===== config.mk =====
export PLATFORM = sky130hd
export DESIGN_NAME = ksq_slew
export DESIGN_NICKNAME = d
export VERILOG_FILES = /design/src/hdl/ksq_pkg.sv /design/src/hdl/ksq_slew.sv
export SDC_FILE = /design/constraint.sdc
export NUM_CORES = 1
export LEC_CHECK = 0
export BUFFER_PORTS_ARGS = -buffer_cell sky130_fd_sc_hd__buf_2
export CAP_MARGIN = 10
export CORE_MARGIN = 2
export CORE_UTILIZATION = 45
export DETAILED_ROUTE_END_ITERATION = 6
export PLACE_DENSITY_LB_ADDON = 0.05
export RECOVER_POWER = 100
export REMOVE_ABC_BUFFERS = 1
export SLEW_MARGIN = 20
export SYNTH_ARGS = -nofsm -noshare
export SYNTH_HDL_FRONTEND = slang
export SYNTH_SLANG_ARGS = --single-unit

===== constraint.sdc =====
create_clock -name vclk -period 4.8
set_input_delay 0.24 -clock vclk [all_inputs]
set_output_delay 0.24 -clock vclk [all_outputs]
set_load 0.02 [all_outputs]

===== src/hdl/ksq_pkg.sv =====
// shared types and constants of the keyframe slew sequencer
package ksq_pkg;

  localparam int ANGLE_W     = 16;
  localparam int SLEW_W      = 8;
  localparam int FCNT_W      = 7;
  localparam int FRAME_IDX_W = 6;
  localparam int SERVO_IDX_W = 4;
  localparam int CFG_IDX_W   = 1;
  localparam int CFG_DATA_W  = 8;

  typedef enum logic [1:0] {
    CMD_LOAD  = 2'd0,
    CMD_RUN   = 2'd1,
    CMD_START = 2'd2,
    CMD_NOP   = 2'd3
  } cmd_t;

  localparam logic [CFG_IDX_W-1:0] CFG_SLEW_STEP   = 1'b0;
  localparam logic [CFG_IDX_W-1:0] CFG_FRAME_COUNT = 1'b1;

  localparam logic [SLEW_W-1:0] SLEW_RESET = 8'd3;
  localparam logic [FCNT_W-1:0] FCNT_RESET = 7'd2;

endpackage


===== src/hdl/ksq_slew.sv =====
// slew limiter: moves a goal by one step toward its target, or holds it when it is closer than one step
module ksq_slew import ksq_pkg::*; (
  input  logic signed [ANGLE_W-1:0] goal,
  input  logic signed [ANGLE_W-1:0] target,
  input  logic        [SLEW_W-1:0]  slew_step,
  output logic signed [ANGLE_W-1:0] goal_next
);

  localparam int EW = ANGLE_W + 2;

  logic signed [EW-1:0] g_ext;
  logic signed [EW-1:0] t_ext;
  logic signed [EW-1:0] sp_ext;
  logic signed [EW-1:0] t_lo;
  logic signed [EW-1:0] t_hi;
  logic signed [EW-1:0] sum;

  always_comb begin
    g_ext  = EW'(goal);
    t_ext  = EW'(target);
    sp_ext = $signed({{(EW - SLEW_W){1'b0}}, slew_step});
    t_lo   = t_ext - sp_ext;
    t_hi   = t_ext + sp_ext;
    priority if (g_ext <= t_lo) begin
      sum = g_ext + sp_ext;
    end else if (g_ext >= t_hi) begin
      sum = g_ext - sp_ext;
    end else begin
      sum = g_ext;
    end
    // a goal only moves toward a target that far away, so this stays in range
    goal_next = sum[ANGLE_W-1:0];
  end

endmodule


==> summary.txt, run 1 <==
Run status
  • Status: complete, no violations

STA
  • Achievable clock frequency: 225 MHz
  • Setup violations, final: 0
  • Fin crit share: 0.926
  • Slew Viols, Final: 0
  • Crit path time final: 4.44 ns
  • Setup TNS: 0 ns
  • Unrepaired setup endpoints after global routing: false
  • Fin. Hold Viols: 0
  • Slew headroom: 0.630
  • Worst-margin pin slew: 0.550 ns

Route
  • Antenna Nets Post-Route: 0
  • DRC: 0
  • Vias per cell: roughly 5.6
  • Via count: 2928
  • DRT Pass-1 Iters: 4
  • Initial detailed-routing violation count: 113
  • Wire length per cell: ~15 µm
  • WL final: a little under 8 mm

Placed design
  • Number of port buffers: 56
  • Routability-driven placement congestion ratio: a little under 0.9
  • Placed standard-cell area: 3200 µm²
  • Placed cells: 522
  • Post-DP HPWL: 6.88 mm

Layout
  • FF+latch count: 0
  • Register cell area after layout: 0 µm²
  • Diodes inserted: 0
  • Nets@finish: 560
  • Design Area, Final: 3230 µm²
  • Clkbuf count: 0
  • Final Util: 0.538
  • Synthesis-to-layout area growth: 14.0%
  • Final Non-Filler Cells: 523
  • Fraction of layout cells with a size suffix above 1: 0.163

Floorplanning
  • Die X-Extent: 83.3 µm
  • Std cell rows: 28
  • Io pins: 56
  • Die area: just under 7000 µm²
  • Core area: 5990 µm²
  • Height of the die: 83.3 µm
  • Starting Density: 0.472

GRT
  • First-pass GRT wire length: 13.2 mm
  • Grt total ovfl: 0
  • Vias in the first global route: 2747
  • GR Util All Layers: 0.224
  • Pin count of the biggest net entering global routing: 12
  • Initial antenna violation count: 0

Yosys
  • XOR/XNOR share of the synthesized area: 0.108
  • Synth Warn #: 0
  • Adder-Cell Fraction of Synth Area: 0.320
  • Compound-cell area share of the yosys netlist: 0.270
  • Largest family of logic cells by synthesized area: adder cells
  • Register area share after synthesis: 0
  • Share of the synthesized area in the top cell type: 0.292
  • Synth top area cells: ha_1 29%, xnor2_1 7.4%, a21oi_1 7.1%
  • Multiplexer share of the synthesized area: 0.00354
  • Synth Instances: 395
  • Area leader, netlist: ha_1
  • Mapped cell area: 2830 µm²
  • Syn avg cell area: 7.16 µm²
  • Synth cell types: 56
  • Simple logic cell fraction of the synthesized area: 0.236

Job
  • Max Cap Viol: 0

Setup path
  • Critical Path RT: 4.56 ns
  • Startpoint types: input port
  • Crit. End Element: output port
  • Crit Path Class: in2out
  • Crit path max fanout: 6
  • Crit path DAT: ~4.2 ns
  • CP max stage cell: or4_4
  • CP peak stage delay: 0.52 ns
  • Cell Chain, Critical Path: buf_2 > inv_1 > ha_1 > nor2b_1 > o21ai_0 > a21boi_0 > o21ai_1 > buf_4 > a211oi_1 > nor4_1 > xnor2_1 > ha_1 > nand3_1 > nor2_1 > nand3_1 > o21ai_2 > nand3_2 > or4_4 > a221oi_2 > buf_2

Pwr
  • Peak supply drop: approximately 0.000067 V
  • Tot Pwr: 465 µW
  • Pwr/cell area: 144 nW/µm²
  • Leakage: approximately 0.0015 µW

Worst hold path
  • Hold crit path type: in2out
-- through the flow --
stage	hold slack [ns]	setup slack [ns]
finish	0.855	0.355
global placement	0.852	0.392
CTS	0.853	0.239
floorplan	0.608	0.716
global route	0.880	0.000282
detailed placement	0.852	0.230
-- path summary, 6_finish.rpt --
| check | cells after the start | slack [ns] | start | to |
|---|---|---|---|---|
| max | 20 | 0.36 | slew_step[1] | goal_next[12] |
| min | 3 | 0.86 | goal[13] | goal_next[13] |
-- placed cells by master (no fill, tap or decap), types with 3 or more instances in the layout --
master and count:
a211oi_1 5, a21oi_1 40, a221o_1 3, and3_1 5, buf_2 52, buf_4 4
clkbuf_1 3, fa_1 4, ha_1 66, inv_1 39, nand2_1 15, nand2b_1 7
nand3_1 13, nand4_1 6, nor2_1 34, nor2b_1 9, nor3_1 9, nor4_1 4
o211ai_1 4, o21a_1 4, o21ai_0 22, o21bai_1 6, o221ai_1 3, o22ai_1 7
or3_1 6, xnor2_1 24, xor2_1 11
-- critical path: cells and delay by family --
kind	cells	cell delay (ns)
xor+xnor	1	0.12
fa+ha+maj	2	0.59
compound gates	6	1.16
buf+inv	4	0.66
simple gates	7	1.41
-- cell usage after synthesis, types with 2 or more instances --
cell type / n
xor2_1: 11
fa_1: 4
o211ai_1: 4
nand3_1: 13
or3_1: 6
o21ai_0: 23
ha_1: 66
o211a_1: 2
xnor2_1: 24
o21bai_1: 6
a31oi_1: 2
a221oi_1: 2
nor2_1: 34
a21oi_1: 40
o22ai_1: 7
and3_1: 5
nand2b_1: 7
o21a_1: 4
a21o_1: 2
clkbuf_1: 6
and4_1: 2
nand2_1: 15
a211oi_1: 6
nand4_1: 6
nor3_1: 10
or2_2: 2
inv_1: 39
and2_1: 2
a221o_1: 3
nor2b_1: 9
o221ai_1: 3
nor3b_1: 2
a21boi_0: 2
nor4_1: 4
-- final cells by class --
cell class,count,area (µm²)
fill,603,2770
multi-input combinational,349,2680
timing repair buffer,60,307
inverter,39,146
tap,75,93.8
-- power by group --
part           internal (µW)  switching, µW
clock                      0              0
combinational            185            281
sequential                 0              0
-- layer usage --
layer | vias to the layer above | global-route usage | share of wire
met5 | - | 0 | 0
met2 | 54 | 0.370 | 0.44
li1 | 1551 | - | -
met4 | 0 | 0.0164 | 0.0052
met1 | 1319 | 0.335 | 0.52
met3 | 4 | 0.00596 | 0.040
-- what timing repair did --
item	4_1_cts	5_1_grt
gates resized for setup	0	6
buffers inserted	0	1
setup endpoints to repair	0	11
hold buffers	0	0
-- logic make-up after synthesis --
group / Yosys count
AO/OA/AOI/OAI: 118
buffers and inverters: 46
XOR/XNOR: 35
AND/OR/NAND/NOR: 125
multiplexers: 1
adder cells (fa/ha/maj): 70
No activity file was read; power rests on OpenSTA's default activity.
==> run 2, diff against run 1 <==
==> constraint.sdc (replaced) <==
create_clock -name vclk -period 3.6
set_input_delay 0.18 -clock vclk [all_inputs]
set_output_delay 0.18 -clock vclk [all_outputs]
set_load 0.02 [all_outputs]
==> run 2 against run 1 <==
  * Flip-flop and latch count unchanged
  * Cell area up 43%
  * Power up 110%
  * Global-route usage up 2.6 points
  * Clock-buffer cell count unchanged
  * Combinational power up 110%
  * Cell count up 19%
  * Highest routed layer unchanged
  * Critical path depth up 3
  * Utilization up 23 points
  * The run now ends with negative setup slack left
  * Sequential share of layout area unchanged
==> summary.txt, run 2 (synthesized netlist as in run 1, its figures left out) <==
Run status
  • Status: finished with violations
  • Failing checks: negative setup slack

STA
  • Unrepaired setup endpoints after global routing: true
  • Crit path time final: 3.98 ns
  • Final WS setup: -0.381 ns (-0.736 ns)
  • Slew headroom: 0.695 (+0.0654)
  • Fin. Hold Viols: 0 (unchanged)
  • Slew Viols, Final: 0 (unchanged)
  • Worst-margin pin slew: 0.455 ns (-0.0942 ns)
  • Hold WS: 0.740 ns (-0.116 ns)
  • Fin crit share: 1.11
  • Setup violations, final: 16 (+16)
  • Setup TNS: -4.21 ns (-4.21 ns)
  • Achievable clock frequency: roughly 250 MHz

GRT
  • GR Util All Layers: 0.250 (+0.0264)
  • Pin count of the biggest net entering global routing: 12 (unchanged)
  • Vias in the first global route: 3255 (+18%)
  • Initial antenna violation count: 0 (unchanged)
  • Grt total ovfl: 0 (unchanged)
  • First-pass GRT wire length: 14.7 mm (+12%)

Setup path
  • Critical Path RT: 3.42 ns (-1.14 ns)
  • Cell Chain, Critical Path: buf_8 > inv_4 > ha_4 > fa_2 > nor2b_1 > o21ai_1 > a21oi_1 > o21a_1 > o21ai_2 > a21oi_2 > xor2_1 > ha_1 > nand4_1 > buf_4 > nor4_2 > nand3_1 > buf_4 > o21ai_4 > nor3_4 > buf_6 > a221o_1 > a21oi_2 > buf_4
  • Crit-path leading delay family: compound AO/OA/AOI/OAI gates
  • CP max stage cell: a221o_1
  • Cell repeated most along the worst path: buf_4
  • Crit Path Class: in2out
  • CP peak stage delay: 0.36 ns (-0.16 ns)
  • Crit path DAT: 3.80 ns (-0.40 ns)
  • Crit path max fanout: 3 (-3)
  • Crit. End Element: output port
  • Startpoint types: input port
  • Worst Path Buf+Inv: 6 (+2)

Route
  • DRC: 0 (unchanged)
  • Via count: 3488 (+19%)
  • Post-Route M1 WL: 4.40 mm (+9.1%)
  • Wire length per cell: 15.7 µm (+6.1%)
  • Met2 WL: 4.81 mm (+42%)
  • Met3 wire len: 352 µm (+15%)
  • WL final: 9.76 mm (+26%)
  • Uppermost layer routed: met4
  • Antenna Nets Post-Route: 0 (unchanged)
  • Vias per cell: 5.63 (+0.49%)
  • DRT Pass-1 Iters: 4 (unchanged)
  • Initial detailed-routing violation count: 146 (+29%)

CTS
  • Post-CTS Hold Buffers: 0 (unchanged)

Floorplanning
  • Std cell rows: 28 (unchanged)
  • Starting Density: 0.472 (unchanged)
  • Die area: 6940 µm² (unchanged)
  • Height of the die: 83.3 µm (unchanged)
  • Die X-Extent: 83.3 µm (unchanged)
  • Io pins: 56 (unchanged)
  • Core area: 5990 µm² (unchanged)

Job
  • Max Cap Viol: 0 (unchanged)

Layout
  • Commonest non-fill, non-tap cell in the layout: buf_4
  • Clkbuf count: 0 (unchanged)
  • FF+latch count: 0 (unchanged)
  • Synthesis-to-layout area growth: 63.3%
  • Register cell area after layout: 0 µm² (unchanged)
  • Nets@finish: 657 (+17%)
  • Fraction of layout cells with a size suffix above 1: 0.457 (+0.294)
  • Commonest non-fill, non-tap cells in the layout: 100 x buf_4, 62 x ha_1, 35 x inv_1, 35 x buf_2, 27 x nor2_1
  • Final Util: 0.771 (+0.233)
  • Design Area, Final: 4620 µm² (+43%)
  • Diodes inserted: 0 (unchanged)

Placed design
  • Number of port buffers: 56 (unchanged)
  • Routability-driven placement congestion ratio: 0.885 (-0.62%)
  • Placed standard-cell area: 3710 µm² (+16%)
  • Post-DP HPWL: 7.34 mm (+6.6%)
  • Dpl ws: -0.640 ns (-0.869 ns)

Pwr
  • Peak supply drop: 0.000143 V (+110%)
  • Pwr/cell area: 207 nW/µm² (+43%)
  • Leakage: 0.00213 µW (+39%)

Worst hold path
  • Endpoint, Worst Hold: goal_next[13]
  • Hold crit path type: in2out
  • Worst Hold Launch: goal[13]
  • Worst Hold Path Cells: 3 (unchanged)
==> run 2: cell count changes in the layout (fill, tap and decap cells not counted), moves of 5 or more <==
cell | previous run | this run
buf_4 | 4 | 100
buf_6 | 0 | 19
a21oi_1 | 40 | 22
buf_2 | 52 | 35
a21oi_2 | 0 | 16
o21ai_0 | 22 | 13
nor2_1 | 34 | 27
o21ai_2 | 1 | 6
o22ai_1 | 7 | 2
==> run 2: per-stage QoR <==
step | total power, µW | instances
floorplan | 426 | 388
global placement | 680 | 590
detailed placement | 693 | 590
CTS | 804 | 608
global route | 1030 | 620
finish | 956 | 620
==> run 2: worst max path at each step <==
| stage | depth (start not counted) | endpoint | from | slack (ns) |
|---|---|---|---|---|
| detailed placement | 19 | goal_next[12] | target[1] | -0.64 |
| finish | 23 | goal_next[6] | target[0] | -0.38 |
| floorplan | 17 | goal_next[12] | slew_step[1] | -0.36 |
| global placement | 19 | goal_next[12] | target[1] | -0.55 |
| CTS | 20 | goal_next[12] | slew_step[0] | -0.37 |
| global route | 23 | goal_next[6] | target[0] | -0.62 |
==> run 2: metal layers <==
layer,vias to the layer above,global-route usage
li1,1744,-
met5,-,0
met1,1639,0.349
met4,0,0.0522
met2,86,0.427
met3,19,0.00895
==> run 2: power breakdown <==
group	switching [µW]	internal [µW]	total [µW]
Clock	0	0	0
Sequential	0	0	0
Combinational	501	455	956
==> run 2: what timing repair did <==
action | CTS | global route
cloned | 0 | 1
resized for setup | 76 | 87
hold endpoints to repair | 0 | 0
pin swaps | 48 | 61
endpoints found under the setup margin | 16 | 16
setup buffers | 18 | 15
==> run 2: layout make-up <==
type	instances	area, µm²
Timing Repair Buffer	157	1180
Fill cell	425	1370
Tap cell	75	93.8
Inverter	39	151
Multi-Input combinational cell	349	3190
==> run 3, diff against run 2 <==
--- a/config.mk
+++ b/config.mk
@@ -5,6 +5,7 @@
 export SDC_FILE = /design/constraint.sdc
 export NUM_CORES = 1
 export LEC_CHECK = 0
+export ABC_AREA = 1
 export BUFFER_PORTS_ARGS = -buffer_cell sky130_fd_sc_hd__buf_2
 export CAP_MARGIN = 10
 export CORE_MARGIN = 2
==> run 3 against run 2 <==
  * Routed wire length up 21%
  * The run now ends clean
  * Die area up 26%
  * Flip-flop and latch count unchanged
  * Largest cell class unchanged
  * Synthesized area up 28%
  * Largest power group unchanged
  * Non-clock buffer count down 59
  * Power up 3.2%
==> summary.txt, run 3 <==
GRT
  • Pin count of the biggest net entering global routing: 18 (+6)
  • Vias in the first global route: 4108 (+26%)
  • Grt total ovfl: 0 (unchanged)
  • Initial antenna violation count: 0 (unchanged)
  • First-pass GRT wire length: 18.9 mm (+28%)
  • GR Util All Layers: 0.264 (+0.0139)

STA
  • Fin crit share: 0.956 (-0.150)
  • Fin. Hold Viols: 0 (unchanged)
  • Setup violations, final: 0 (-16)
  • Crit path time final: 3.44 ns (-0.539 ns)
  • Achievable clock frequency: 291 MHz (+16%)
  • Slew headroom: 0.727 (+0.0316)
  • Slew Viols, Final: 0 (unchanged)
  • Worst-margin pin slew: 0.406 ns (-0.0492 ns)

Pwr
  • Tot Pwr: 986 µW (+3.2%)
  • Peak supply drop: 0.0000780 V (-45%)
  • Leakage: 0.00257 µW (+21%)
  • Pwr/cell area: 211 nW/µm² (+2.2%)

Worst hold path
  • Hold crit path type: in2out
  • Worst Hold Path Cells: 4 (+1)

Placed design
  • Placed cells: 808 (+37%)
  • Post-DP HPWL: 9.67 mm (+32%)
  • Routability-driven placement congestion ratio: 0.926 (+4.6%)
  • Number of port buffers: 56 (unchanged)

Route
  • DRT Pass-1 Iters: 5 (+1)
  • Antenna Nets Post-Route: 0 (unchanged)
  • Via count: 4375 (+25%)
  • Initial detailed-routing violation count: 216 (+48%)
  • DRC: 0 (unchanged)
  • Vias per cell: 5.32 (-5.4%)
  • WL final: 11.9 mm (+21%)
  • Wire length per cell: 14.4 µm (-8.4%)

Floorplanning
  • Die X-Extent: 93.6 µm (+12%)
  • Die area: 8750 µm² (+26%)
  • Height of the die: 93.6 µm (+12%)
  • Io pins: 56 (unchanged)
  • Core area: 7770 µm² (+30%)
  • Std cell rows: 32 (+14%)
  • Starting Density: 0.465 (-0.00750)

Layout
  • Diodes inserted: 0 (unchanged)
  • Synthesis-to-layout area growth: 29.2%
  • Final Non-Filler Cells: 822 (+33%)
  • Nets@finish: 832 (+27%)
  • Commonest non-fill, non-tap cells in the layout: 213 x nand2_1, 69 x inv_1, 57 x ha_1
  • Final Util: 0.601 (-0.171)
  • Clkbuf count: 0 (unchanged)
  • Register cell area after layout: 0 µm² (unchanged)
  • Commonest non-fill, non-tap cell in the layout: nand2_1
  • Fraction of layout cells with a size suffix above 1: 0.236 (-0.221)
  • FF+latch count: 0 (unchanged)

Setup path
  • Critical Path RT: 3.42 ns (about the same)
  • Crit Path Class: in2out
  • Cell repeated most along the worst path: nand2_1
  • Crit path max fanout: 10 (+7)
  • Startpoint types: input port
  • CP max stage cell: fa_2
  • Crit path DAT: 3.26 ns (-0.54 ns)
  • CP peak stage delay: 0.43 ns (+0.07 ns)
  • Crit. End Element: output port
  • Cell Chain, Critical Path: buf_6 > inv_1 > ha_2 > fa_2 > nor4_4 > nor2_1 > o21bai_1 > nand2_1 > nand2_1 > xor2_1 > ha_1 > a21oi_2 > o21a_1 > nand2_2 > nand2_2 > nand4_1 > nand2_4 > buf_6 > nand2_1 > nand2_1 > buf_2

Yosys
  • Compound-cell area share of the yosys netlist: 0.114 (-0.156)
  • Synth top area cells: ha_1 23%, nand2_1 23%, xor2_1 9.0%
  • Synth Warn #: 0 (unchanged)
  • Share of the synthesized area in the top cell type: 0.229 (-0.0631)
  • XOR/XNOR share of the synthesized area: 0.0922 (-0.0162)
  • Area leader, netlist: ha_1
  • Most frequent cell after synthesis: nand2_1
  • Mapped cell area: 3610 µm² (+28%)
  • Synth cell types: 36 (-36%)
  • Largest family of logic cells by synthesized area: simple AND/OR/NAND/NOR gates
  • Syn avg cell area: 5.65 µm² (-21%)
  • Adder-Cell Fraction of Synth Area: 0.251 (-0.0693)
  • Register area share after synthesis: 0 (unchanged)
  • Top cells by count, synth: 220 x nand2_1, 75 x inv_1, 66 x ha_1
  • Simple logic cell fraction of the synthesized area: 0.430 (+0.194)
  • Synth Instances: 639 (+62%)
  • Multiplexer share of the synthesized area: 0 (-0.00354)

Run status
  • Status: complete, no violations

Job
  • Max Cap Viol: 0 (unchanged)
run 3: cell count changes after synthesis, sizes merged, moves of 15 or more:
cell	before	now
buf	1	16
inv	39	78
nand2	15	225
nand3	14	57
xnor2	24	1
xor2	11	37
run 3: cells by family after synthesis:
group                    after synthesis
XOR/XNOR                              38
buffers and inverters                 96
AND/OR/NAND/NOR                      364
AO/OA/AOI/OAI                         71
adder cells (fa/ha/maj)               70
run 3: power breakdown:
group | internal, µW | leakage (µW) | switching, µW | total, µW
combinational | 397 | 0.00257 | 589 | 986
clock | 0 | 0 | 0 | 0
sequential | 0 | 0 | 0 | 0
run 3: layer usage:
| metal | GRT usage | share of wire |
|---|---|---|
| met1 | 0.349 | 0.45 |
| met2 | 0.493 | 0.50 |
| met3 | 0.00242 | 0.048 |
| met4 | 0.0314 | 0.0055 |
| met5 | 0 | 0 |
run 3: path summary, 6_finish.rpt:
kind / start / end / slack, ns
max: target[0] / goal_next[9] / 0.16
min: goal[0] / goal_next[0] / 0.71
run 3: critical path: cells and delay by family:
kind / cells / cell delay [ns]
AND/OR/NAND/NOR: 10 / 1.14
adder cells (fa/ha/maj): 3 / 0.90
AO/OA/AOI/OAI: 3 / 0.44
buffers and inverters: 4 / 0.42
XOR/XNOR: 1 / 0.17
run 3: area by class of cell:
| cell class | instances | area [µm²] |
|---|---|---|
| well taps | 102 | 128 |
| multi-input cells | 544 | 3540 |
| inverters | 78 | 298 |
| fillers | 788 | 3100 |
| repair buffers | 98 | 701 |
run 3: what timing repair did:
item,CTS,global route
pin swaps,0,44
setup endpoints to repair,16,16
gates resized for setup,5,90
buffers inserted,0,11
hold buffers,0,0
cloned,0,3
run 3: per-stage QoR:
stage | hold slack [ns] | area, µm² | setup slack, ns | setup TNS [ns]
floorplan | 0.533 | 3500 | 0.531 | 0
global placement | 0.704 | 4120 | -0.0793 | -1.02
detailed placement | 0.732 | 4120 | -0.0708 | -0.863
CTS | 0.734 | 4150 | 0.00112 | 0
global route | 0.735 | 4660 | -0.0352 | -0.166
finish | 0.709 | 4660 | 0.158 | 0
